### config.mk
export PLATFORM = sky130hd
export DESIGN_NAME = cbt_seq
export DESIGN_NICKNAME = d
export VERILOG_FILES = /design/src/design/cbt_pkg.sv /design/src/design/cbt_seq.sv
export SDC_FILE = /design/constraint.sdc
export NUM_CORES = 1
export LEC_CHECK = 0
export ABC_CLOCK_PERIOD_IN_PS = 5750
export BUFFER_PORTS_ARGS = -buffer_cell sky130_fd_sc_hd__buf_2
export CAP_MARGIN = 15
export CORE_MARGIN = 5
export CORE_UTILIZATION = 60
export CTS_CLUSTER_SIZE = 12
export DETAILED_ROUTE_END_ITERATION = 8
export PLACE_DENSITY = 0.86
export SYNTH_ARGS = -nofsm -noshare
export SYNTH_HDL_FRONTEND = slang
export SYNTH_SLANG_ARGS = --single-unit
### constraint.sdc
create_clock -name i_clk -period 5.75 [get_ports i_clk]
set_input_delay 0 -clock i_clk [delete_from_list [all_inputs] [get_ports i_clk]]
set_output_delay 0 -clock i_clk [all_outputs]
set_load 0.1 [all_outputs]
### src/design/cbt_pkg.sv
package cbt_pkg;

    localparam int C_COORD_W  = 32;
    localparam int C_N_COORDS = 8;
    localparam int C_DET_W    = 6;
    // weights and t are Q1.16, so 65536 needs the 17th bit
    localparam int C_W_W      = 17;
    localparam int C_PROD_W   = C_COORD_W + C_W_W + 1;
    localparam int C_TERM_W   = C_PROD_W - 16;
    localparam int C_SUM_W    = C_TERM_W + 2;
    localparam int C_DIV_STEPS = C_W_W;

    localparam logic [C_DET_W-1:0] C_DETAIL_RESET = 6'd20;
    localparam logic [C_DET_W-1:0] C_MAX_STEPS    = 6'd63;
    localparam logic [C_W_W-1:0]   C_ONE          = 17'h10000;

    typedef logic signed [C_COORD_W-1:0] t_coord;

    // reciprocal of the segment count: 65536 = quo * div + rem
    typedef struct packed {
        logic                 busy;
        logic [C_W_W-1:0]     quo;
        logic [C_DET_W-1:0]   rem;
        logic [C_DET_W-1:0]   div;
    } t_recip;

    typedef struct packed {
        logic             valid;
        logic             last;
        logic [C_W_W-1:0] t;
    } t_step;

    typedef struct packed {
        logic             valid;
        logic             last;
        logic [C_W_W-1:0] w0;
        logic [C_W_W-1:0] w1;
        logic [C_W_W-1:0] w2;
        logic [C_W_W-1:0] w3;
    } t_wts;

endpackage

### src/design/cbt_seq.sv
module cbt_seq
    import cbt_pkg::*;
(
    input  logic   i_clk,
    input  logic   i_rst_n,
    input  logic   i_start,
    input  logic   i_en,
    input  t_recip i_recip,
    output t_step  o_step
);

    logic                 r_active;
    logic [C_DET_W-1:0]   r_idx;
    logic [C_W_W-1:0]     r_t;
    logic [C_DET_W-1:0]   r_rem;

    logic [C_DET_W:0]     n_rsum;
    logic                 n_wrap;
    logic                 n_last;

    always_comb begin
        n_rsum = {1'b0, r_rem} + {1'b0, i_recip.rem};
        n_wrap = n_rsum >= {1'b0, i_recip.div};
        n_last = r_idx == i_recip.div;
    end

    // t advances by 65536/D with the remainder carried, so t = floor(i*65536/D)
    always_ff @(posedge i_clk) begin
        if (!i_rst_n) begin
            r_active <= 1'b0;
            r_idx    <= '0;
            r_t      <= '0;
            r_rem    <= '0;
        end else if (i_start) begin
            r_active <= 1'b1;
            r_idx    <= '0;
            r_t      <= '0;
            r_rem    <= '0;
        end else if (r_active && i_en) begin
            if (n_last) begin
                r_active <= 1'b0;
            end else begin
                r_idx <= r_idx + C_DET_W'(1);
                r_t   <= r_t + i_recip.quo + C_W_W'(n_wrap);
                r_rem <= n_wrap ? C_DET_W'(n_rsum - {1'b0, i_recip.div})
                                : n_rsum[C_DET_W-1:0];
            end
        end
    end

    assign o_step.valid = r_active;
    assign o_step.last  = n_last;
    assign o_step.t     = r_t;

endmodule

# Word level (Yosys, flattened, before mapping)
# Cells that the tools add are included.
[op_classes]
n_reduce_logical = 6
n_shift = 0
n_addsub = 5
multipliers = 0
n_div = 0
n_eq_ne = 1
order_cmp = 1
bitwise = 2
mux = 4
[op_table]
columns = ["operator", "n"]
rows = [
  ["17-bit by 1-bit adder with 17-bit output", 1],
  ["17-bit adder", 1],
  ["6-bit by 6-bit adder with 7-bit output", 1],
  ["7-bit by 6-bit greater-or-equal comparator with 1-bit output", 1],
  ["6-bit by 1-bit adder with 6-bit output (second input constant)", 1],
  ["6-bit == test", 1],
  ["6-bit 2-to-1 mux", 1],
  ["6-bit subtractor", 1],
  ["2-bit AND reduction", 2],
  ["2-bit nonzero test", 2],
  ["1-bit 2-to-1 mux", 3],
  ["1-bit NOT", 2],
  ["2-bit OR reduction", 1],
  ["1-bit logical AND", 1],
]
[word_totals]
memories = 0
reg_bits = 30
latch_bits = 0
in_bits = 34
romBits = 0
ram_bits = 0
output_inout_bits = 19
elab_cells = 23

# Logic depth before layout (Yosys ltp)
[depth]
word_depth = 4
mapped_depth = 21
depth_no_buf = 21

# Worst setup path after synthesis
# No wires, ideal clock.
[synth_path]
kind = "register -> register"
from = "register r_rem[0]"
to = "register r_t[14]"
setup_slack_ns = 1.821
setup_ns = 0.135
t_arrival_ns = 3.794
synth_period_minus_slack_ns = 3.929
path_buffers = 0
path_stages_with_launch = 22
cell_sequence = "dfxtp_1 -> ha_1 -> inv_1 -> fa_1 -> nor2b_1 -> o31a_1 -> a21oi_1 -> ha_1 -> nand3_1 -> nor2_1 -> nor2_1 -> nand2_1 -> a21oi_4 -> fa_1 -> fa_1 -> nor2b_1 -> o31a_1 -> o21ai_1 -> o31ai_2 -> a21boi_0 -> nand4_1 -> o221ai_1"
[synth_via]
elab_chain_cells = 3
[synth_rtl]
columns = ["element", "line_no", "text"]
rows = [
  ["start, declared", "cbt_seq.sv:15", "logic [C_DET_W-1:0] r_rem;"],
  ["start signal, assigned", "cbt_seq.sv:45", "r_rem <= n_wrap ? C_DET_W'(n_rsum - {1'b0, i_recip.div})"],
  ["6-bit by 6-bit adder with 7-bit output", "cbt_seq.sv:22", "n_rsum = {1'b0, r_rem} + {1'b0, i_recip.rem};"],
  ["7-bit by 6-bit greater-or-equal comparator with 1-bit output", "cbt_seq.sv:23", "n_wrap = n_rsum >= {1'b0, i_recip.div};"],
  ["17-bit by 1-bit adder with 17-bit output", "cbt_seq.sv:44", "r_t <= r_t + i_recip.quo + C_W_W'(n_wrap);"],
  ["end signal, assigned", "cbt_seq.sv:44", ""],
  ["end, declared", "cbt_seq.sv:14", "logic [C_W_W-1:0] r_t;"],
]
# No other way between the ends.
# A chain may end at the register's enable or synchronous reset.

# Worst setup path in the final report
# Ends and elaborated chain as after synthesis.

==> reports/qor.csv <==
stage,metric,value,unit
clock_tree,TritonCTS buffer count,5,
worst_hold_path,Hold Path Class,in -> reg,
clock_tree,H-tree depth,2,
final_layout,Layout Utilization,71.5,%
detailed_routing,Post-DRT Antenna Nets,0,
worst_hold_path,WHS Endpoint,r_t[0]$_SDFFE_PP0P_,
detailed_routing,Detailed Route WL,5640,um
grt,pin count of the biggest net entering global routing,44,
synthesis,"Cell Area, Synth",0.00255,mm2
worst_setup_path,Worst R2R Path Depth,21,
timing,setup tns final,0,ps
placed_design,DP Worst Slack,1270,ps
floorplanning,core area,0.00406,mm2
worst_setup_path,WP data arrival,4730,ps
detailed_routing,Wirelength per Cell,14.1,um
synthesis,post-synth net total,365,
floorplanning,Die Height,75.2,um
timing,fmax,217,MHz
worst_setup_path,FF-to-FF Start,r_rem[0]$_SDFFE_PP0P_,
timing,"Worst Setup Slack, final",1150,ps
detailed_routing,drt first pass iters,5,
worst_setup_path,Setup CP Type,reg -> reg,
timing,relative slew slack,38.9,%
clock_tree,CTS tree,done,
final_layout,footprint of the multi-input gates,0.00180,mm2
clock_tree,Clock Tree Buf Depth,2,
detailed_routing,# DRC,0,
timing,Final Hold Viols,0,
floorplanning,I/O Pins,53,
power_and_ir_drop,Max VDD drop,0.157,mV
floorplanning,starting density of the core,62.9,%
synthesis,Syn. warnings,0,
synthesis,#FFs+latches synth,30,
clock_tree,Clock Pin Slew Worst Setup and Hold Paths,70,ps
floorplanning,die area,0.00566,mm2
status,outcome,"finished, final reports clean",
grt,initial antenna violation count,0,
placed_design,Buffers on Ports,51,
floorplanning,row count,23,
grt,vias in the first global route,2268,
grt,"Remaining Overflow, GRT",0,
synthesis,ys flop type,dfxtp_1,
clock_tree,root buffer cell,clkbuf_8,
clock_tree,clock latency on the worst-skew pair,290,ps
final_layout,"most common cell after layout, fill and taps aside",buf_2,
worst_setup_path,Worst R2R Setup Slack,1150,ps
synthesis,Syn Area/Cell,8.54,um2
synthesis,Post-Syn Instances,299,
worst_setup_path,Crit Reg-Reg Endpoint,r_t[14]$_SDFFE_PP0P_,
power_and_ir_drop,Pwr Density,198,mW/mm2
final_layout,fraction of final layout cells sized beyond drive strength 1,20.0,%
timing,final slew viol count,0,
synthesis,Yosys cell types,46,
timing,RSZ-0062 raised after global routing,no,
final_layout,Reg area,601,um2
timing,period utilization,80.0,%
clock_tree,post-CTS setup buffer count,0,
worst_setup_path,CP Max Fanout,7,
worst_setup_path,critical path required time,5880,ps
detailed_routing,drt first-iter violations,95,
grt,global-route wire length before repair,9470,um
synthesis,"EDFF count, synth",0,
synthesis,sequential fraction of the synthesis area,23.5,%
job,max cap viols,0,
placed_design,DP Cell Count,390,
synthesis,Synth async-reset ratio,0,%
final_layout,Final Net Count,415,
detailed_routing,routed vias/inst,5.84,
timing,Setup Viol. Count Final,0,
floorplanning,Die X,75.2,um
worst_setup_path,Critical Path Source Type,flop,
final_layout,most frequent cells in the layout,"buf_2, nor2_1, dfxtp_1",
final_layout,number of antenna diodes,0,
timing,min Tclk post-route,4600,ps
placed_design,Final GP Congestion,0.831,
worst_hold_path,source of the worst hold timing path,i_recip[12],
timing,final clock skew,5.51,ps
final_layout,Filler cells,322,
detailed_routing,vias,2334,
power_and_ir_drop,Leakage,1.32,nW
worst_hold_path,hold path depth,4,
placed_design,detailed placement HPWL,4170,um
worst_setup_path,Crit. End Element,flop,
clock_tree,Sink Count,30,
final_layout,Non-Filler Instances,400,
timing,actual transition at the worst max-transition pin,917,ps
grt,gr usage total,21.5,%
final_layout,synthesis-to-finish area growth,13.7,%
## where the power goes
group          total, mW  internal, mW  switching (mW)
Sequential         0.216         0.213         0.00362
Combinational      0.176        0.0675           0.108
Clock              0.183        0.0966          0.0867
## cell usage after synthesis, drive strengths merged (6+ instances only)
library cell,count,area [um2]
nand4,6,37.5
o21ai,16,80.1
dfxtp,30,601
xnor2,12,105
a211oi,12,120
mux2i,13,130
nor2b,8,50.1
xor2,14,123
buf,7,72.6
nor2,34,128
a21oi,16,91.3
o21a,9,67.6
nand2,19,71.3
ha,28,350
nand3,9,45.0
inv,18,67.6
## timing repair
item | in CTS | in global routing
endpoints found under the hold margin | 1 | 0
endpoints found under the setup margin | 0 | 0
gates resized for setup | 0 | 0
hold buffers | 2 | 0
## kinds of logic (layout without fill, tap and decap cells)
kind of cell	after synthesis	in the layout	share of synthesized area, %
simple gates	94	94	17.3
buf+inv	29	80	6.08
flops	30	30	23.5
fa+ha+maj	32	32	16.9
compound gates	74	74	21.8
xor+xnor	26	26	8.92
mux	14	14	5.54
## through the flow
step           power [mW]  cell area [um2]  hold WS (ps)
3_3_place_gp        0.387             2790           245
3_5_place_dp        0.394             2790           242
2_1_floorplan       0.360             2550           128
4_1_cts             0.576             2900           156
6_report            0.575             2900           156
5_1_grt             0.605             2900           166
## final cells by class
cell class                 instances  area share [%]
clock inverter                     1           0.172
sequential                        30            20.7
tap                               50            2.16
inverter                          18            2.33
clock buffer                       7            2.97
multi-input combinational        240            61.9
timing repair buffer              54            9.74
## worst max-delay path, cell delays in order (launching register included)
cell,delay [ps]
dfxtp_1,330
ha_1,200
inv_1,70
fa_1,400
nor2b_1,170
o31a_1,160
a21oi_1,70
ha_1,330
nand3_1,100
nor2_1,180
nor2_1,60
nand2_1,110
a21oi_4,110
fa_1,430
fa_1,430
nor2b_1,160
o31a_1,190
o21ai_1,160
o31ai_2,340
a21boi_0,190
nand4_1,120
o221ai_1,120
## registers in the layout, summed over array words and instances, names as in the netlist
| register | flops |
|---|---|
| r_t | 17 |
| r_idx | 6 |
| r_rem | 6 |
| r_active | 1 |
## how the worst max path moves through the flow
| stage | startpoint | to |
|---|---|---|
| CTS | r_rem[0]$_SDFFE_PP0P_ | r_t[14]$_SDFFE_PP0P_ |
| detailed placement | r_rem[0]$_SDFFE_PP0P_ | r_t[14]$_SDFFE_PP0P_ |
| global route | r_rem[0]$_SDFFE_PP0P_ | r_t[14]$_SDFFE_PP0P_ |
| global placement | r_rem[0]$_SDFFE_PP0P_ | r_t[14]$_SDFFE_PP0P_ |
| finish | r_rem[0]$_SDFFE_PP0P_ | r_t[14]$_SDFFE_PP0P_ |
| floorplan | r_rem[0]$_SDFFE_PP0P_ | r_t[14]$_SDFFE_PP0P_ |
## routing by layer
metal / GRT usage [%] / vias up / part of all wire, % / wire length (um)
li1: - / 1176 / - / -
met1: 23.5 / 1070 / 41 / 2290
met2: 38.9 / 72 / 51 / 2870
met3: 5.34 / 16 / 5.7 / 320
met4: 10.1 / 0 / 2.7 / 151
met5: 0 / - / 0 / 0
No activity file was read; power rests on OpenSTA's default activity.
