`src/design/cbt_pkg.sv`:
```
package cbt_pkg;

    localparam int C_COORD_W  = 32;
    localparam int C_N_COORDS = 8;
    localparam int C_DET_W    = 6;
    // weights and t are Q1.16, so 65536 needs the 17th bit
    localparam int C_W_W      = 17;
    localparam int C_PROD_W   = C_COORD_W + C_W_W + 1;
    localparam int C_TERM_W   = C_PROD_W - 16;
    localparam int C_SUM_W    = C_TERM_W + 2;
    localparam int C_DIV_STEPS = C_W_W;

    localparam logic [C_DET_W-1:0] C_DETAIL_RESET = 6'd20;
    localparam logic [C_DET_W-1:0] C_MAX_STEPS    = 6'd63;
    localparam logic [C_W_W-1:0]   C_ONE          = 17'h10000;

    typedef logic signed [C_COORD_W-1:0] t_coord;

    // reciprocal of the segment count: 65536 = quo * div + rem
    typedef struct packed {
        logic                 busy;
        logic [C_W_W-1:0]     quo;
        logic [C_DET_W-1:0]   rem;
        logic [C_DET_W-1:0]   div;
    } t_recip;

    typedef struct packed {
        logic             valid;
        logic             last;
        logic [C_W_W-1:0] t;
    } t_step;

    typedef struct packed {
        logic             valid;
        logic             last;
        logic [C_W_W-1:0] w0;
        logic [C_W_W-1:0] w1;
        logic [C_W_W-1:0] w2;
        logic [C_W_W-1:0] w3;
    } t_wts;

endpackage

```
`src/design/cbt_weights.sv`:
```
module cbt_weights
    import cbt_pkg::*;
(
    input  logic  i_clk,
    input  logic  i_rst_n,
    input  logic  i_en,
    input  t_step i_step,
    output t_wts  o_wts,
    output logic  o_busy
);

    logic                 r1_valid, r2_valid, r3_valid;
    logic                 r1_last, r2_last, r3_last;
    logic [C_W_W-1:0]     r1_t, r1_mt, r1_t2, r1_mt2;
    logic [C_W_W-1:0]     r2_mt3, r2_w1r, r2_w2r, r2_t3;
    logic [C_W_W-1:0]     r3_w0, r3_w1, r3_w2, r3_w3;

    logic [C_W_W-1:0]     n_mt;
    logic [2*C_W_W-1:0]   n_mt2p, n_t2p, n_mt3p, n_w1p, n_w2p, n_t3p;
    logic [C_W_W+1:0]     n_w1x3, n_w2x3;

    always_comb begin
        n_mt   = C_ONE - i_step.t;
        n_mt2p = n_mt * n_mt;
        n_t2p  = i_step.t * i_step.t;
        n_mt3p = r1_mt2 * r1_mt;
        n_w1p  = r1_mt2 * r1_t;
        n_w2p  = r1_mt * r1_t2;
        n_t3p  = r1_t2 * r1_t;
        n_w1x3 = {r2_w1r, 1'b0} + {2'b00, r2_w1r};
        n_w2x3 = {r2_w2r, 1'b0} + {2'b00, r2_w2r};
    end

    always_ff @(posedge i_clk) begin
        if (!i_rst_n) begin
            r1_valid <= 1'b0;
            r2_valid <= 1'b0;
            r3_valid <= 1'b0;
        end else if (i_en) begin
            r1_valid <= i_step.valid;
            r2_valid <= r1_valid;
            r3_valid <= r2_valid;
        end
    end

    always_ff @(posedge i_clk) begin
        if (i_en) begin
            r1_last <= i_step.last;
            r1_t    <= i_step.t;
            r1_mt   <= n_mt;
            r1_mt2  <= n_mt2p[C_W_W+15:16];
            r1_t2   <= n_t2p[C_W_W+15:16];

            r2_last <= r1_last;
            r2_mt3  <= n_mt3p[C_W_W+15:16];
            r2_w1r  <= n_w1p[C_W_W+15:16];
            r2_w2r  <= n_w2p[C_W_W+15:16];
            r2_t3   <= n_t3p[C_W_W+15:16];

            // 3 * w stays below 2^15, the top bits are zero
            r3_last <= r2_last;
            r3_w0   <= r2_mt3;
            r3_w1   <= n_w1x3[C_W_W-1:0];
            r3_w2   <= n_w2x3[C_W_W-1:0];
            r3_w3   <= r2_t3;
        end
    end

    assign o_wts.valid = r3_valid;
    assign o_wts.last  = r3_last;
    assign o_wts.w0    = r3_w0;
    assign o_wts.w1    = r3_w1;
    assign o_wts.w2    = r3_w2;
    assign o_wts.w3    = r3_w3;
    assign o_busy      = r1_valid | r2_valid | r3_valid;

endmodule

```
`config.mk`:
```
export PLATFORM = sky130hd
export DESIGN_NAME = cbt_weights
export DESIGN_NICKNAME = d
export VERILOG_FILES = /design/src/design/cbt_pkg.sv /design/src/design/cbt_weights.sv
export SDC_FILE = /design/constraint.sdc
export NUM_CORES = 2
export LEC_CHECK = 0
export ABC_AREA = 1
export BUFFER_PORTS_ARGS = -buffer_cell sky130_fd_sc_hd__buf_4
export CAP_MARGIN = 5
export CORE_ASPECT_RATIO = 0.5
export CORE_UTILIZATION = 40
export CTS_BUF_LIST = sky130_fd_sc_hd__clkbuf_16
export CTS_CLUSTER_DIAMETER = 50
export CTS_CLUSTER_SIZE = 28
export DETAILED_ROUTE_END_ITERATION = 8
export PLACE_DENSITY = 0.58
export REMOVE_ABC_BUFFERS = 1
export SLEW_MARGIN = 30
export SYNTH_ARGS = -nofsm -noshare
export SYNTH_HDL_FRONTEND = slang
export SYNTH_SLANG_ARGS = --single-unit
export TNS_END_PERCENT = 100
```
`constraint.sdc`:
```
create_clock -name i_clk -period 6.9 [get_ports i_clk]
set_input_delay 0.69 -clock i_clk [delete_from_list [all_inputs] [get_ports i_clk]]
set_output_delay 0.69 -clock i_clk [all_outputs]
set_load 0.01 [all_outputs]
```
# Word level (Yosys, flattened, before mapping)
# Cells that the tools add are included.
# op_classes
add_sub_neg	3
mul	6
n_bitwise	2
# op_table
cell	n
$mul 17x17->33	6
$add 17x17->17	2
$sub 17x17->17 const A	1
$or 1x1->1	2
# totals
reg_bits	210
input_bits	22
output_inout_bits	71
word_cells	29

# Longest topological paths before layout
# logic_depth
ltp_word	2
mapped_depth	35
ltp_nobuf	34

# Least setup slack after synthesis
# No wires, ideal clock.
# synth_path
kind	in2reg
startpoint	input i_step[0] (netlist name)
endpoint	register r1_mt2[5] (data pin)
setup_ps	259
arrival_ps	6578
required_time_ps	6641
setup_slack_ps	64
stages	28
n_path_buf	2
cell_sequence	buf_6 > clkinv_2 > buf_1 > ha_1 > nand3_4 > nor2_4 > xor2_2 > inv_2 > nor2_1 > inv_1 > fa_1 > inv_1 > fa_1 > inv_1 > fa_1 > fa_1 > inv_1 > fa_1 > inv_1 > fa_1 > inv_1 > ha_1 > a21oi_1 > a21boi_0 > o21ai_0 > nand2_1 > nand3_1 > xor2_1
# synth_between
elab_chain_len	2
# synth_rtl
element	line	source
from (decl)	cbt_weights.sv:7	input t_step i_step,
$sub 17x17->17	cbt_weights.sv:23	n_mt = C_ONE - i_step.t;
net n_mt[8]	cbt_weights.sv:18	logic [C_W_W-1:0] n_mt;
$mul 17x17->33	cbt_weights.sv:24	n_mt2p = n_mt * n_mt;
net n_mt2p[21]	cbt_weights.sv:19	logic [2*C_W_W-1:0] n_mt2p, n_t2p, n_mt3p, n_w1p, n_w2p, n_t3p;
to (signal assigned)	cbt_weights.sv:51	r1_mt2 <= n_mt2p[C_W_W+15:16];
to (decl)	cbt_weights.sv:14	logic [C_W_W-1:0] r1_t, r1_mt, r1_t2, r1_mt2;
# The timed path passes the listed nets, and every way through them passes these cells.
# A chain may end at the register's enable or synchronous reset.

# Final worst setup path
# layout_path
startpoint	register r1_t2[8]
endpoint	register r2_t3[7] (data pin)
# layout_between
elab_chain_len	1
# layout_rtl
element	line	source
from (decl)	cbt_weights.sv:14	
from (signal assigned)	cbt_weights.sv:52	r1_t2 <= n_t2p[C_W_W+15:16];
$mul 17x17->33	cbt_weights.sv:29	n_t3p = r1_t2 * r1_t;
net n_t3p[23]	cbt_weights.sv:19	
to (signal assigned)	cbt_weights.sv:58	r2_t3 <= n_t3p[C_W_W+15:16];
to (decl)	cbt_weights.sv:15	logic [C_W_W-1:0] r2_mt3, r2_w1r, r2_w2r, r2_t3;
# The timed path passes the listed nets, and every way through them passes these cells.

==> metrics.cfg <==
[critical_path]
crit_chain = buf_4, nand2_1, inv_1, fa_1, inv_1, fa_1, inv_1, fa_1, inv_1, fa_1, fa_1, fa_1, inv_1, ha_1, a21oi_1, nor2_1, nor2_1, nor2_1, nor2_1, nand3_1, xor2_1
cp.arrival_ns = 6.81
crit_slowest_cell = edfxtp_1
cpMostUsedCell = fa_1
reg2reg_setup_slack_ns = 0.52
r2r_start = r1_t2[8]
reg2reg_to = r2_t3[7]
rr_worst_depth = 21
cpPeakStageDelay_ns = 0.80
cp-end-kind = register
worst-setup-path-type = register to register
cp-start-kind = register
worstPathRequired_ns = 7.32
crit_fanout = 16

[timing]
hold_viol = 0
rsz0062_at_grt = no
fmax_mhz = 156.6
tightestPinTransition_ns = 1.045
maxSlewHeadroom_pct = 30.31
setup_viol = 0
timing.final.crit_period_ns = 6.385
drv_slew = 0
fin_crit_sh_pct = 92.54
hold_slack_ns = 0.2109
tns_ns = 0
worst_clock_skew_ns = 0.01565

[global_route]
antenna_found_initial = 3
track_usage_pct = 21.67
grt_pass1_vias = 50720
grt_max_degree = 123
grt_pass1_wl_mm = 276.3
overflow = 0

[outcome]
violations = DRC
status = finished with violations

[synthesis]
seq_area_frac_synth_pct = 9.793
yosys_most_used_dff = edfxtp_1
async_flop_share_pct = 0
syn_avg_cell_area_um2 = 7.961
synth_top_area_share_pct = 39.71
syn-cell-area_um2 = 63780
synth.largest_area_cell = fa_1
netlist_instances = 8012
synth.distinct_cells = 51
synth_edf_count = 206
yosys_warnings = 0
ys_seq_elements = 209
netlist_top_cells_area = fa_1 (40%), inv_1 (14%), ha_1 (13%)

[detailed_routing]
drtAntennaViolNets = 0
vias = 48860
drt_pass1_iterations = 9
met2_length_mm = 76.88
drc = 2
wl_mm = 170.9
highest_layer = met4
met1_length_mm = 80.71
routedWlPerCell_um = 16.74
wl_met3_mm = 10.61
drtIter0Drc = 3046
via_per_inst = 4.788

[layout]
layout-drive-gt1-share_pct = 5.628
nFillCells = 16110
layout_common_cells = inv_1 (2299), nand2_1 (2033), fa_1 (1265), ha_1 (643), nor2_1 (384)
final_nets = 10010
post-route-cell-area_um2 = 69050
layout_commonest_cell = inv_1
area_delta_synth_final_pct = 8.267

[placement]
port_buffers = 92
place_hpwl_mm = 145.7
place_area_um2 = 67940
gp_congestion = 0.9195

[clock_tree]
path_clk_slew_ns = 0.08
hold_buffers = 0
cts_htree_levels = 1
numCtsBuffers = 31
cts.sinks = 209
cts_setup_buffers = 0
ctsResizeCount = 0
cts-root-buf = clkbuf_16
clockBufferDepth = 3
clock_latency_ns = 0.66
cts_tree = done

[floorplan]
dieHeight_um = 284.4
coreArea_um2 = 158000
ioPinCount = 93
die-area_um2 = 161100
core.rowCount = 103
die_w_um = 566.7
start_util_pct = 40.37

[worst_hold_path]
hold-path-cell-count = 1
holdPathEnd = r1_last
hold_class = primary input to register
hold_path.startpoint = i_step[17]

[flow_run]
drv_cap = 0

==> synth_stat cells, types with 10 or more instances <==
cell type and instances:
inv_1 2297, nand2_1 2033, fa_1 1265, ha_1 643, nor2_1 384, clkbuf_1 282, a21oi_1 211, edfxtp_1 206
nand3_1 169, o21ai_0 125, xor2_1 64, nor3_1 53, xnor2_1 37, o21bai_1 28, a21o_1 25, nand4_1 24
nor4_1 14, o21a_1 14, nand2_2 12, a31oi_1 11, inv_2 11, buf_2 10, nor2_4 10
==> cell type report <==
cell class | count | area (um^2) | share of cell area, %
timing repair buffer | 344 | 2800 | 4.055
clock inverter | 26 | 296.5 | 0.4294
antenna | 2 | 5.005 | 0.007248
multi-input combinational | 5178 | 47590 | 68.92
inverter | 2315 | 8708 | 12.61
sequential | 209 | 6246 | 9.045
clock buffer | 31 | 775.7 | 1.123
tap | 2100 | 2628 | 3.805
==> metal layers <==
layer	GRT usage (%)	vias up
li1	-	23300
met3	3.018	141
met2	35.28	1103
met5	0	-
met4	3.227	0
met1	31.25	24320
==> registers in the layout, summed over array words and instances, names as in the netlist <==
register and flops:
r2_mt3 17, r1_valid 1, r1_mt 16, r1_mt2 17, r2_w1r 17, r2_valid 1, r3_w1 17, r3_valid 1
r1_last 1, r2_t3 17, r3_w0 17, r2_w2r 17, r1_t2 17, r3_last 1, r3_w2 17, r2_last 1
r1_t 17, r3_w3 17
==> per-stage QoR <==
step | worst slack (ns) | cells | util (%)
5_1_grt | 0.2150 | 10200 | 43.70
3_3_place_gp | 0.02972 | 10140 | 42.98
3_5_place_dp | 0.02370 | 10140 | 43.00
4_1_cts | 0.6184 | 10200 | 43.68
6_report | 0.5150 | 10210 | 43.70
2_1_floorplan | 0.4045 | 7702 | -
==> worst max-delay path: cells and delay by family (launching register included) <==
family          cells  cell delay, ns
fa+ha+maj           7            3.35
flops               1            0.80
simple gates        6            0.74
buf+inv             6            0.60
xor+xnor            1            0.38
compound gates      1            0.24
==> cell families after synthesis <==
family,share of synthesized area (%)
buffers and inverters,15.59
flip-flops,9.793
adder cells (fa/ha/maj),52.32
multiplexers,0.01569
XOR/XNOR,1.481
AO/OA/AOI/OAI,3.784
AND/OR/NAND/NOR,17.02
==> how the worst max path moves through the flow <==
stage | startpoint | to | slack (ns) | cells past startpoint
detailed placement | i_step[1] | r1_mt2[16] | 0.02 | 26
CTS | r1_t2[5] | r2_w2r[15] | 0.62 | 19
global placement | i_step[9] | r1_mt2[16] | 0.03 | 25
global route | r1_t2[5] | r2_w2r[15] | 0.21 | 19
finish | r1_t2[8] | r2_t3[7] | 0.52 | 21
floorplan | i_step[0] | r1_mt2[13] | 0.40 | 28
Power is not shown: default switching activity piles up to over one toggle a cycle in this logic, so the estimate is an artifact.
