File: src/design/cbt_pkg.sv
package cbt_pkg;

    localparam int C_COORD_W  = 32;
    localparam int C_N_COORDS = 8;
    localparam int C_DET_W    = 6;
    // weights and t are Q1.16, so 65536 needs the 17th bit
    localparam int C_W_W      = 17;
    localparam int C_PROD_W   = C_COORD_W + C_W_W + 1;
    localparam int C_TERM_W   = C_PROD_W - 16;
    localparam int C_SUM_W    = C_TERM_W + 2;
    localparam int C_DIV_STEPS = C_W_W;

    localparam logic [C_DET_W-1:0] C_DETAIL_RESET = 6'd20;
    localparam logic [C_DET_W-1:0] C_MAX_STEPS    = 6'd63;
    localparam logic [C_W_W-1:0]   C_ONE          = 17'h10000;

    typedef logic signed [C_COORD_W-1:0] t_coord;

    // reciprocal of the segment count: 65536 = quo * div + rem
    typedef struct packed {
        logic                 busy;
        logic [C_W_W-1:0]     quo;
        logic [C_DET_W-1:0]   rem;
        logic [C_DET_W-1:0]   div;
    } t_recip;

    typedef struct packed {
        logic             valid;
        logic             last;
        logic [C_W_W-1:0] t;
    } t_step;

    typedef struct packed {
        logic             valid;
        logic             last;
        logic [C_W_W-1:0] w0;
        logic [C_W_W-1:0] w1;
        logic [C_W_W-1:0] w2;
        logic [C_W_W-1:0] w3;
    } t_wts;

endpackage

File: src/design/cbt_recip.sv
module cbt_recip
    import cbt_pkg::*;
(
    input  logic               i_clk,
    input  logic               i_rst_n,
    input  logic               i_cfg_we,
    input  logic [C_DET_W-1:0] i_cfg_wdata,
    output t_recip             o_recip
);

    logic                 r_busy;
    logic [4:0]           r_cnt;
    logic [C_DET_W-1:0]   r_rem;
    logic [C_W_W-1:0]     r_quo;
    logic [C_DET_W-1:0]   r_div;

    logic [C_DET_W-1:0]   n_div;
    logic [C_DET_W:0]     n_shift;
    logic                 n_fits;

    always_comb begin
        n_div = (i_cfg_wdata == '0) ? C_DET_W'(1) : i_cfg_wdata;
        if (n_div > C_MAX_STEPS) begin
            n_div = C_MAX_STEPS;
        end
        // dividend is 1 << 16: its only set bit comes first
        n_shift = {r_rem, (r_cnt == 5'd0)};
        n_fits  = n_shift >= {1'b0, r_div};
    end

    always_ff @(posedge i_clk) begin
        if (!i_rst_n) begin
            r_busy <= 1'b1;
            r_cnt  <= '0;
            r_rem  <= '0;
            r_quo  <= '0;
            r_div  <= C_DETAIL_RESET;
        end else if (i_cfg_we) begin
            r_busy <= 1'b1;
            r_cnt  <= '0;
            r_rem  <= '0;
            r_quo  <= '0;
            r_div  <= n_div;
        end else if (r_busy) begin
            r_rem <= n_fits ? C_DET_W'(n_shift - {1'b0, r_div}) : n_shift[C_DET_W-1:0];
            r_quo <= {r_quo[C_W_W-2:0], n_fits};
            r_cnt <= r_cnt + 5'd1;
            if (r_cnt == 5'(C_DIV_STEPS - 1)) begin
                r_busy <= 1'b0;
            end
        end
    end

    assign o_recip.busy = r_busy;
    assign o_recip.quo  = r_quo;
    assign o_recip.rem  = r_rem;
    assign o_recip.div  = r_div;

endmodule

File: config.mk
export PLATFORM = sky130hd
export DESIGN_NAME = cbt_recip
export DESIGN_NICKNAME = d
export VERILOG_FILES = /design/src/design/cbt_pkg.sv /design/src/design/cbt_recip.sv
export SDC_FILE = /design/constraint.sdc
export NUM_CORES = 1
export LEC_CHECK = 0
export ABC_AREA = 0
export BUFFER_PORTS_ARGS = -buffer_cell sky130_fd_sc_hd__buf_2
export CELL_PAD_IN_SITES_DETAIL_PLACEMENT = 0
export CELL_PAD_IN_SITES_GLOBAL_PLACEMENT = 1
export CORE_AREA = 2 2 70 72
export CTS_BUF_LIST = sky130_fd_sc_hd__clkbuf_4 sky130_fd_sc_hd__clkbuf_8
export CTS_CLUSTER_DIAMETER = 100
export CTS_CLUSTER_SIZE = 25
export DETAILED_ROUTE_END_ITERATION = 10
export DIE_AREA = 0 0 72 74
export GPL_ROUTABILITY_DRIVEN = 0
export PLACE_DENSITY = 0.81
export SYNTH_ARGS = -nofsm -noshare
export SYNTH_HDL_FRONTEND = slang
export SYNTH_SLANG_ARGS = --single-unit
File: constraint.sdc
create_clock -name i_clk -period 2 [get_ports i_clk]
set_clock_uncertainty 0.1 [all_clocks]
set_input_delay 0.3 -clock i_clk [delete_from_list [all_inputs] [get_ports i_clk]]
set_output_delay 0.3 -clock i_clk [all_outputs]
set_load 0.05 [all_outputs]
Yosys cells after proc, flatten, opt, wreduce, memory -nomap -nowiden
Index checks and enable logic that the tools add are counted.
- reductions and logical operators: 3
- magnitude comparators: 2
- multiplexer cells: 5
- add/subtract/negate cells: 2
- eq/ne operators: 1
- bitwise logic cells: 1
- operator list (kind ; number):
    6-bit 2-to-1 mux ; 3
    7-bit by 6-bit >= comparator with 1-bit output ; 1
    6-bit > comparator, second input constant ; 1
    6-bit zero test ; 1
    6-bit subtractor ; 1
    5-bit by 1-bit adder with 5-bit output, second input constant ; 1
    5-bit equality test, second input constant ; 1
    5-bit zero test ; 1
    1-bit 2-to-1 mux ; 2
    2-bit OR reduction ; 1
    1-bit inverter ; 1
- bits in registers: 35
- logic and storage cells: 19
- bits of input ports: 9

Longest topological paths before layout
- depth in word-level cells: 4
- mapped depth: 10
- gate-level depth less buffers: 10

Worst setup path after synthesis
No wires, ideal clock.
- path kind: register to register
- from: register r_div[4]
- to: register r_rem[0]
- data arrival time: 2.228 ns
- clock period less this slack: 2.407 ns
- data required time: 1.821 ns
- path buffers: 0
- setup time: 0.079 ns
- stages on the path, launching flop included: 8
- slack: -0.407 ns
- cell sequence: dfxtp_1 -> inv_1 -> ha_1 -> a21oi_2 -> nand2_2 -> o31ai_4 -> mux2_4 -> a211oi_2
- cells in the longest elaborated chain, start to end: 2
- RTL lines (item ; line ; RTL):
    start: declaration ; cbt_recip.sv:15 ; logic [C_DET_W-1:0] r_div;
    start signal: assignment ; cbt_recip.sv:43 ; r_div <= n_div;
    7-bit by 6-bit >= comparator with 1-bit output ; cbt_recip.sv:28 ; n_fits = n_shift >= {1'b0, r_div};
    6-bit 2-to-1 mux ; cbt_recip.sv:45 ; r_rem <= n_fits ? C_DET_W'(n_shift - {1'b0, r_div}) : n_shift[C_DET_W-1:0];
    end signal: assignment ; cbt_recip.sv:45 ;
    end: declaration ; cbt_recip.sv:13 ; logic [C_DET_W-1:0] r_rem;
No other way between the ends.
A chain may end at the register's enable or synchronous reset.

Final worst setup path
- from: register r_cnt[0]
- to: register r_rem[2]
- cells in the longest elaborated chain, start to end: 3
- RTL lines (item ; line ; RTL):
    start: declaration ; cbt_recip.sv:12 ; logic [4:0] r_cnt;
    start signal: assignment ; cbt_recip.sv:47 ; r_cnt <= r_cnt + 5'd1;
    5-bit zero test (*) ; cbt_recip.sv:27 ; n_shift = {r_rem, (r_cnt == 5'd0)};
    6-bit subtractor or 7-bit by 6-bit >= comparator with 1-bit output (tied branches) ; cbt_recip.sv:45, cbt_recip.sv:28 ;
    6-bit 2-to-1 mux (*) ; cbt_recip.sv:45 ;
Every way passes the cells marked *; elsewhere a longest branch is shown, timed or not.

==> tab_implementation.tex <==
\begin{tabular}{lr}
\hline
Metric & Value \\
\hline
\multicolumn{2}{l}{\textbf{Status}} \\
\quad Result of the run & finished, violations left \\
\quad Failing checks & negative setup slack \\
\multicolumn{2}{l}{\textbf{Place}} \\
\quad Number of cells after detailed placement & $\sim$290 \\
\quad Final HPWL DP & roughly 2.6 mm \\
\quad Quantity of I/O buffers inserted on ports & 38 \\
\multicolumn{2}{l}{\textbf{Layout}} \\
\quad Fill count & between 400 and 500 \\
\quad Final Non-Filler Cells & about 300 \\
\quad Number of antenna diodes & 0 \\
\quad Share of final-layout standard cells stronger than drive strength 1 & 44.90\% \\
\quad Final-stage net count & between 200 and 300 \\
\quad Most common library cell in the layout ignoring fill and taps & buf\_2 \\
\quad Post-synthesis to final-layout area growth & 38.49\% \\
\quad Top library cells by usage in the layout, fill and taps aside & 38 x buf\_2, 33 x nor2\_1, 33 x buf\_4, 23 x mux2i\_1, 22 x dfxtp\_1 \\
\multicolumn{2}{l}{\textbf{Yosys}} \\
\quad Area of the mapped netlist & approximately 1700 um2 \\
\quad Fraction of post-synthesis cell area in the top cell type by area & a little over two fifths \\
\quad EDFF count, synth & 0 \\
\quad Avg Synthesized Cell Area & approximately 9.5 um2 \\
\quad Post-synthesis instance total & between 150 and 200 \\
\quad Synth top area cells & dfxtp\_1 42\%, mux2i\_1 14\%, nor2\_1 7.5\%, ha\_1 6.8\%, xor2\_1 2.6\% \\
\quad Post-synthesis sequential element count & 35 \\
\quad Fraction of synthesis flops using an asynchronous set or reset pin & 0\% \\
\quad Nets in the synthesized netlist & around 190 \\
\quad Yosys warning count & 0 \\
\quad Distinct cell type count after synthesis & 37 \\
\quad Largest area contributor in the netlist & dfxtp\_1 \\
\quad Synth Flop Type & dfxtp\_1 \\
\quad Part of the Yosys area used for sequential elements & 42.26\% \\
\multicolumn{2}{l}{\textbf{Setup path}} \\
\quad Category of the most critical setup path & reg -> reg \\
\quad Highest-delay cell along the critical path & dfxtp\_2 \\
\quad Endpoint class of the critical path & flop \\
\quad Required @ worst endpoint & about 2.1 ns \\
\quad Chain of cells forming the critical path & inv\_2, ha\_4, nand3b\_1, buf\_4, ha\_4, or2b\_1, a21oi\_2, o31ai\_4, buf\_4, mux2i\_1, a211oi\_1 \\
\quad Maximum cell stage delay along the critical path & between 0.3 and 0.4 ns \\
\quad Arrival @ worst endpoint & 2.24 ns \\
\quad Kind of launch point of the worst setup path & flop \\
\quad Maximum fanout encountered on the critical timing path & 5 \\
\multicolumn{2}{l}{\textbf{Global route}} \\
\quad Vias in the first global route & around 1,300 \\
\quad Wire length of the first global-routing pass & about 5.9 mm \\
\quad Aggregate global-route resource usage & about 14\% \\
\quad Congestion Overflow GR & 0 \\
\quad Initial antenna violation count & 0 \\
\quad Largest net degree at the start of global routing & 17 \\
\multicolumn{2}{l}{\textbf{Floorplan}} \\
\quad Die X-Extent & between 70 and 80 um \\
\quad Area of the core region & 4598 um2 \\
\quad FP Rows & 25 \\
\quad Effective utilization at floorplan & approximately 36\% \\
\quad DIE AREA & 5328 um2 \\
\quad I/O pin cnt & 39 \\
\quad Die outline height & 74 um \\
\multicolumn{2}{l}{\textbf{Timing}} \\
\quad Final Hold Vio Count & 0 \\
\quad Actual slew at the worst max-slew pin & between 0.4 and 0.5 ns \\
\quad Maximum clock frequency & between 0.4 and 0.5 GHz \\
\quad Shortest clock period the worst path allows after layout & between 2 and 2.5 ns \\
\quad Crit path setup slack, layout & -0.1584 ns \\
\quad Max-slew violation count & 0 \\
\quad Setup Viol. Count Final & 5 \\
\quad Final-layout setup total negative slack & -0.7400 ns \\
\quad Setup repair after global routing missed its margin & true \\
\quad Post-route clock period utilization & 107.9\% \\
\quad Hold Slack & 0.1497 ns \\
\quad Normalized max-slew margin & between 70\% and 80\% \\
\multicolumn{2}{l}{\textbf{Pwr}} \\
\quad Maximum vdd drop & around 0.00030 V \\
\quad Part of the power in the clock network & approximately a third \\
\quad Logic pwr share & between 10\% and 20\% \\
\quad Switching power total & 0.4114 mW \\
\quad Sequential power share & approximately half \\
\quad Final Power & 1.501 mW \\
\quad Leakage component of the power & roughly 1.2 nW \\
\quad Internal Pwr Total & about 1.1 mW \\
\quad PwrDens & about 650 nW/um2 \\
\quad Switching part of the total power & 27.42\% \\
\multicolumn{2}{l}{\textbf{Detailed routing}} \\
\quad Detailed Route WL & 3.499 mm \\
\quad Post-detailed-route wirelength per cell & around 12 um \\
\quad Residual antenna-violating net count after detailed routing & 0 \\
\quad Count of vias placed by the detailed router & between 1,000 and 1,500 \\
\quad Iteration-0 DRC Markers & 62 \\
\quad Drc violations & 0 \\
\quad Vias per inst & approximately 4.7 \\
\quad Length of the first detailed-routing pass in iterations & 4 \\
\multicolumn{2}{l}{\textbf{Clock network}} \\
\quad CTS Root Cell & clkbuf\_8 \\
\quad Clock net sink count & 35 \\
\quad Total number of H-tree levels & 2 \\
\quad Maximum clock path buffer count & 2 \\
\quad Clock Latency Late Sink & $\sim$0.28 ns \\
\quad Hold-fix buffer count after cts & 0 \\
\quad Total CTS buffers & 5 \\
\quad CTS tree & built \\
\quad Clock-pin slew of the registers on the worst-case setup and hold paths & about 0.070 ns \\
\multicolumn{2}{l}{\textbf{Hold path}} \\
\quad Path category of the worst min-delay check & in -> reg \\
\multicolumn{2}{l}{\textbf{Run}} \\
\quad Maximum Capacitance Violations & 0 \\
\hline
\end{tabular}
[per-stage QoR]
step           setup slack (ns)  area, um2  utilization [%]
3_5_place_dp            -0.2722       2137            46.48
4_1_cts                 -0.1857       2256            49.06
6_report                -0.1584       2296            49.93
3_3_place_gp            -0.2103       2137            46.48
5_1_grt                 -0.3139       2296            49.93
2_1_floorplan           -0.1502       1719                -
[final timing paths]
path / start / to / slack, ns / cells after the start
max: r_cnt[0] / r_rem[2] / -0.16 / 11
max reg2reg: r_cnt[0] / r_rem[2] / -0.16 / 11
min: i_cfg_wdata[2] / r_div[2] / 0.15 / 3
min reg2reg: r_quo[16] / r_quo[16] / 0.42 / 2
[power groups by stage]
| stage | logic [mW] | clock network (mW) | registers [mW] |
|---|---|---|---|
| 2_1_floorplan | 0.120 | 0 | 0.788 |
| 3_3_place_gp | 0.244 | 0 | 0.738 |
| 3_5_place_dp | 0.248 | 0 | 0.738 |
| 4_1_cts | 0.259 | 0.529 | 0.722 |
| 5_1_grt | 0.296 | 0.552 | 0.724 |
| 6_report | 0.267 | 0.511 | 0.723 |
[critical path, delay by kind of cell, from the launching register on]
| kind | cells | cell delay (ns) |
|---|---|---|
| AO/OA/AOI/OAI | 3 | 0.55 |
| flip-flops | 1 | 0.32 |
| multiplexers | 1 | 0.11 |
| adder cells (fa/ha/maj) | 2 | 0.28 |
| AND/OR/NAND/NOR | 2 | 0.32 |
| buffers and inverters | 3 | 0.37 |
[layout make-up]
cell class	count	area, um2	area share [%]
Clock inverter	2	11.26	0.4905
Multi-Input combinational cell	122	942.2	41.04
Timing Repair Buffer	71	437.9	19.07
Sequential cell	35	726.9	31.66
Inverter	9	33.78	1.471
Clock buffer	6	76.32	3.324
Tap cell	54	67.56	2.943
[Yosys cell counts, types with 2 or more instances]
library cell / count
nor2b_1: 3
a21oi_2: 2
nand2_1: 6
nor2_1: 33
buf_2: 4
inv_1: 9
or3_1: 2
o21ai_0: 3
nor3_1: 2
nand4_1: 2
xor2_1: 5
xnor2_1: 2
a211oi_1: 4
mux2i_1: 23
or2b_1: 2
nand3_1: 3
clkbuf_1: 4
a21oi_1: 4
dfxtp_1: 35
ha_1: 9
o211ai_1: 2
[routing by layer]
layer,share of wire [%],up-vias,global-route usage [%]
met5,0,-,0
met3,2.9,4,2.981
met4,1.7,0,6.918
li1,-,728,-
met1,46,652,17.35
met2,50,15,23.77
[logic make-up (layout without fill, tap and decap cells)]
logic type	after synthesis	after routing	share of synthesized area, %
adder cells (fa/ha/maj)	10	10	8.000
multiplexers	24	24	14.79
XOR/XNOR	7	7	3.698
AO/OA/AOI/OAI	23	23	10.57
AND/OR/NAND/NOR	58	58	16.08
buffers and inverters	18	88	4.604
flip-flops	35	35	42.26
[registers in the layout, summed over array words and instances (netlist names)]
name	count
r_busy	1
r_rem	6
r_div	6
r_quo	17
r_cnt	5
[repair_timing]
item | in CTS | in global routing
endpoints found under the hold margin | 0 | 0
setup buffers | 3 | 3
setup endpoints to repair | 5 | 6
resized for setup | 2 | 2
pin swaps | 8 | 4
Note: power is estimated with default switching activity, not from simulation.
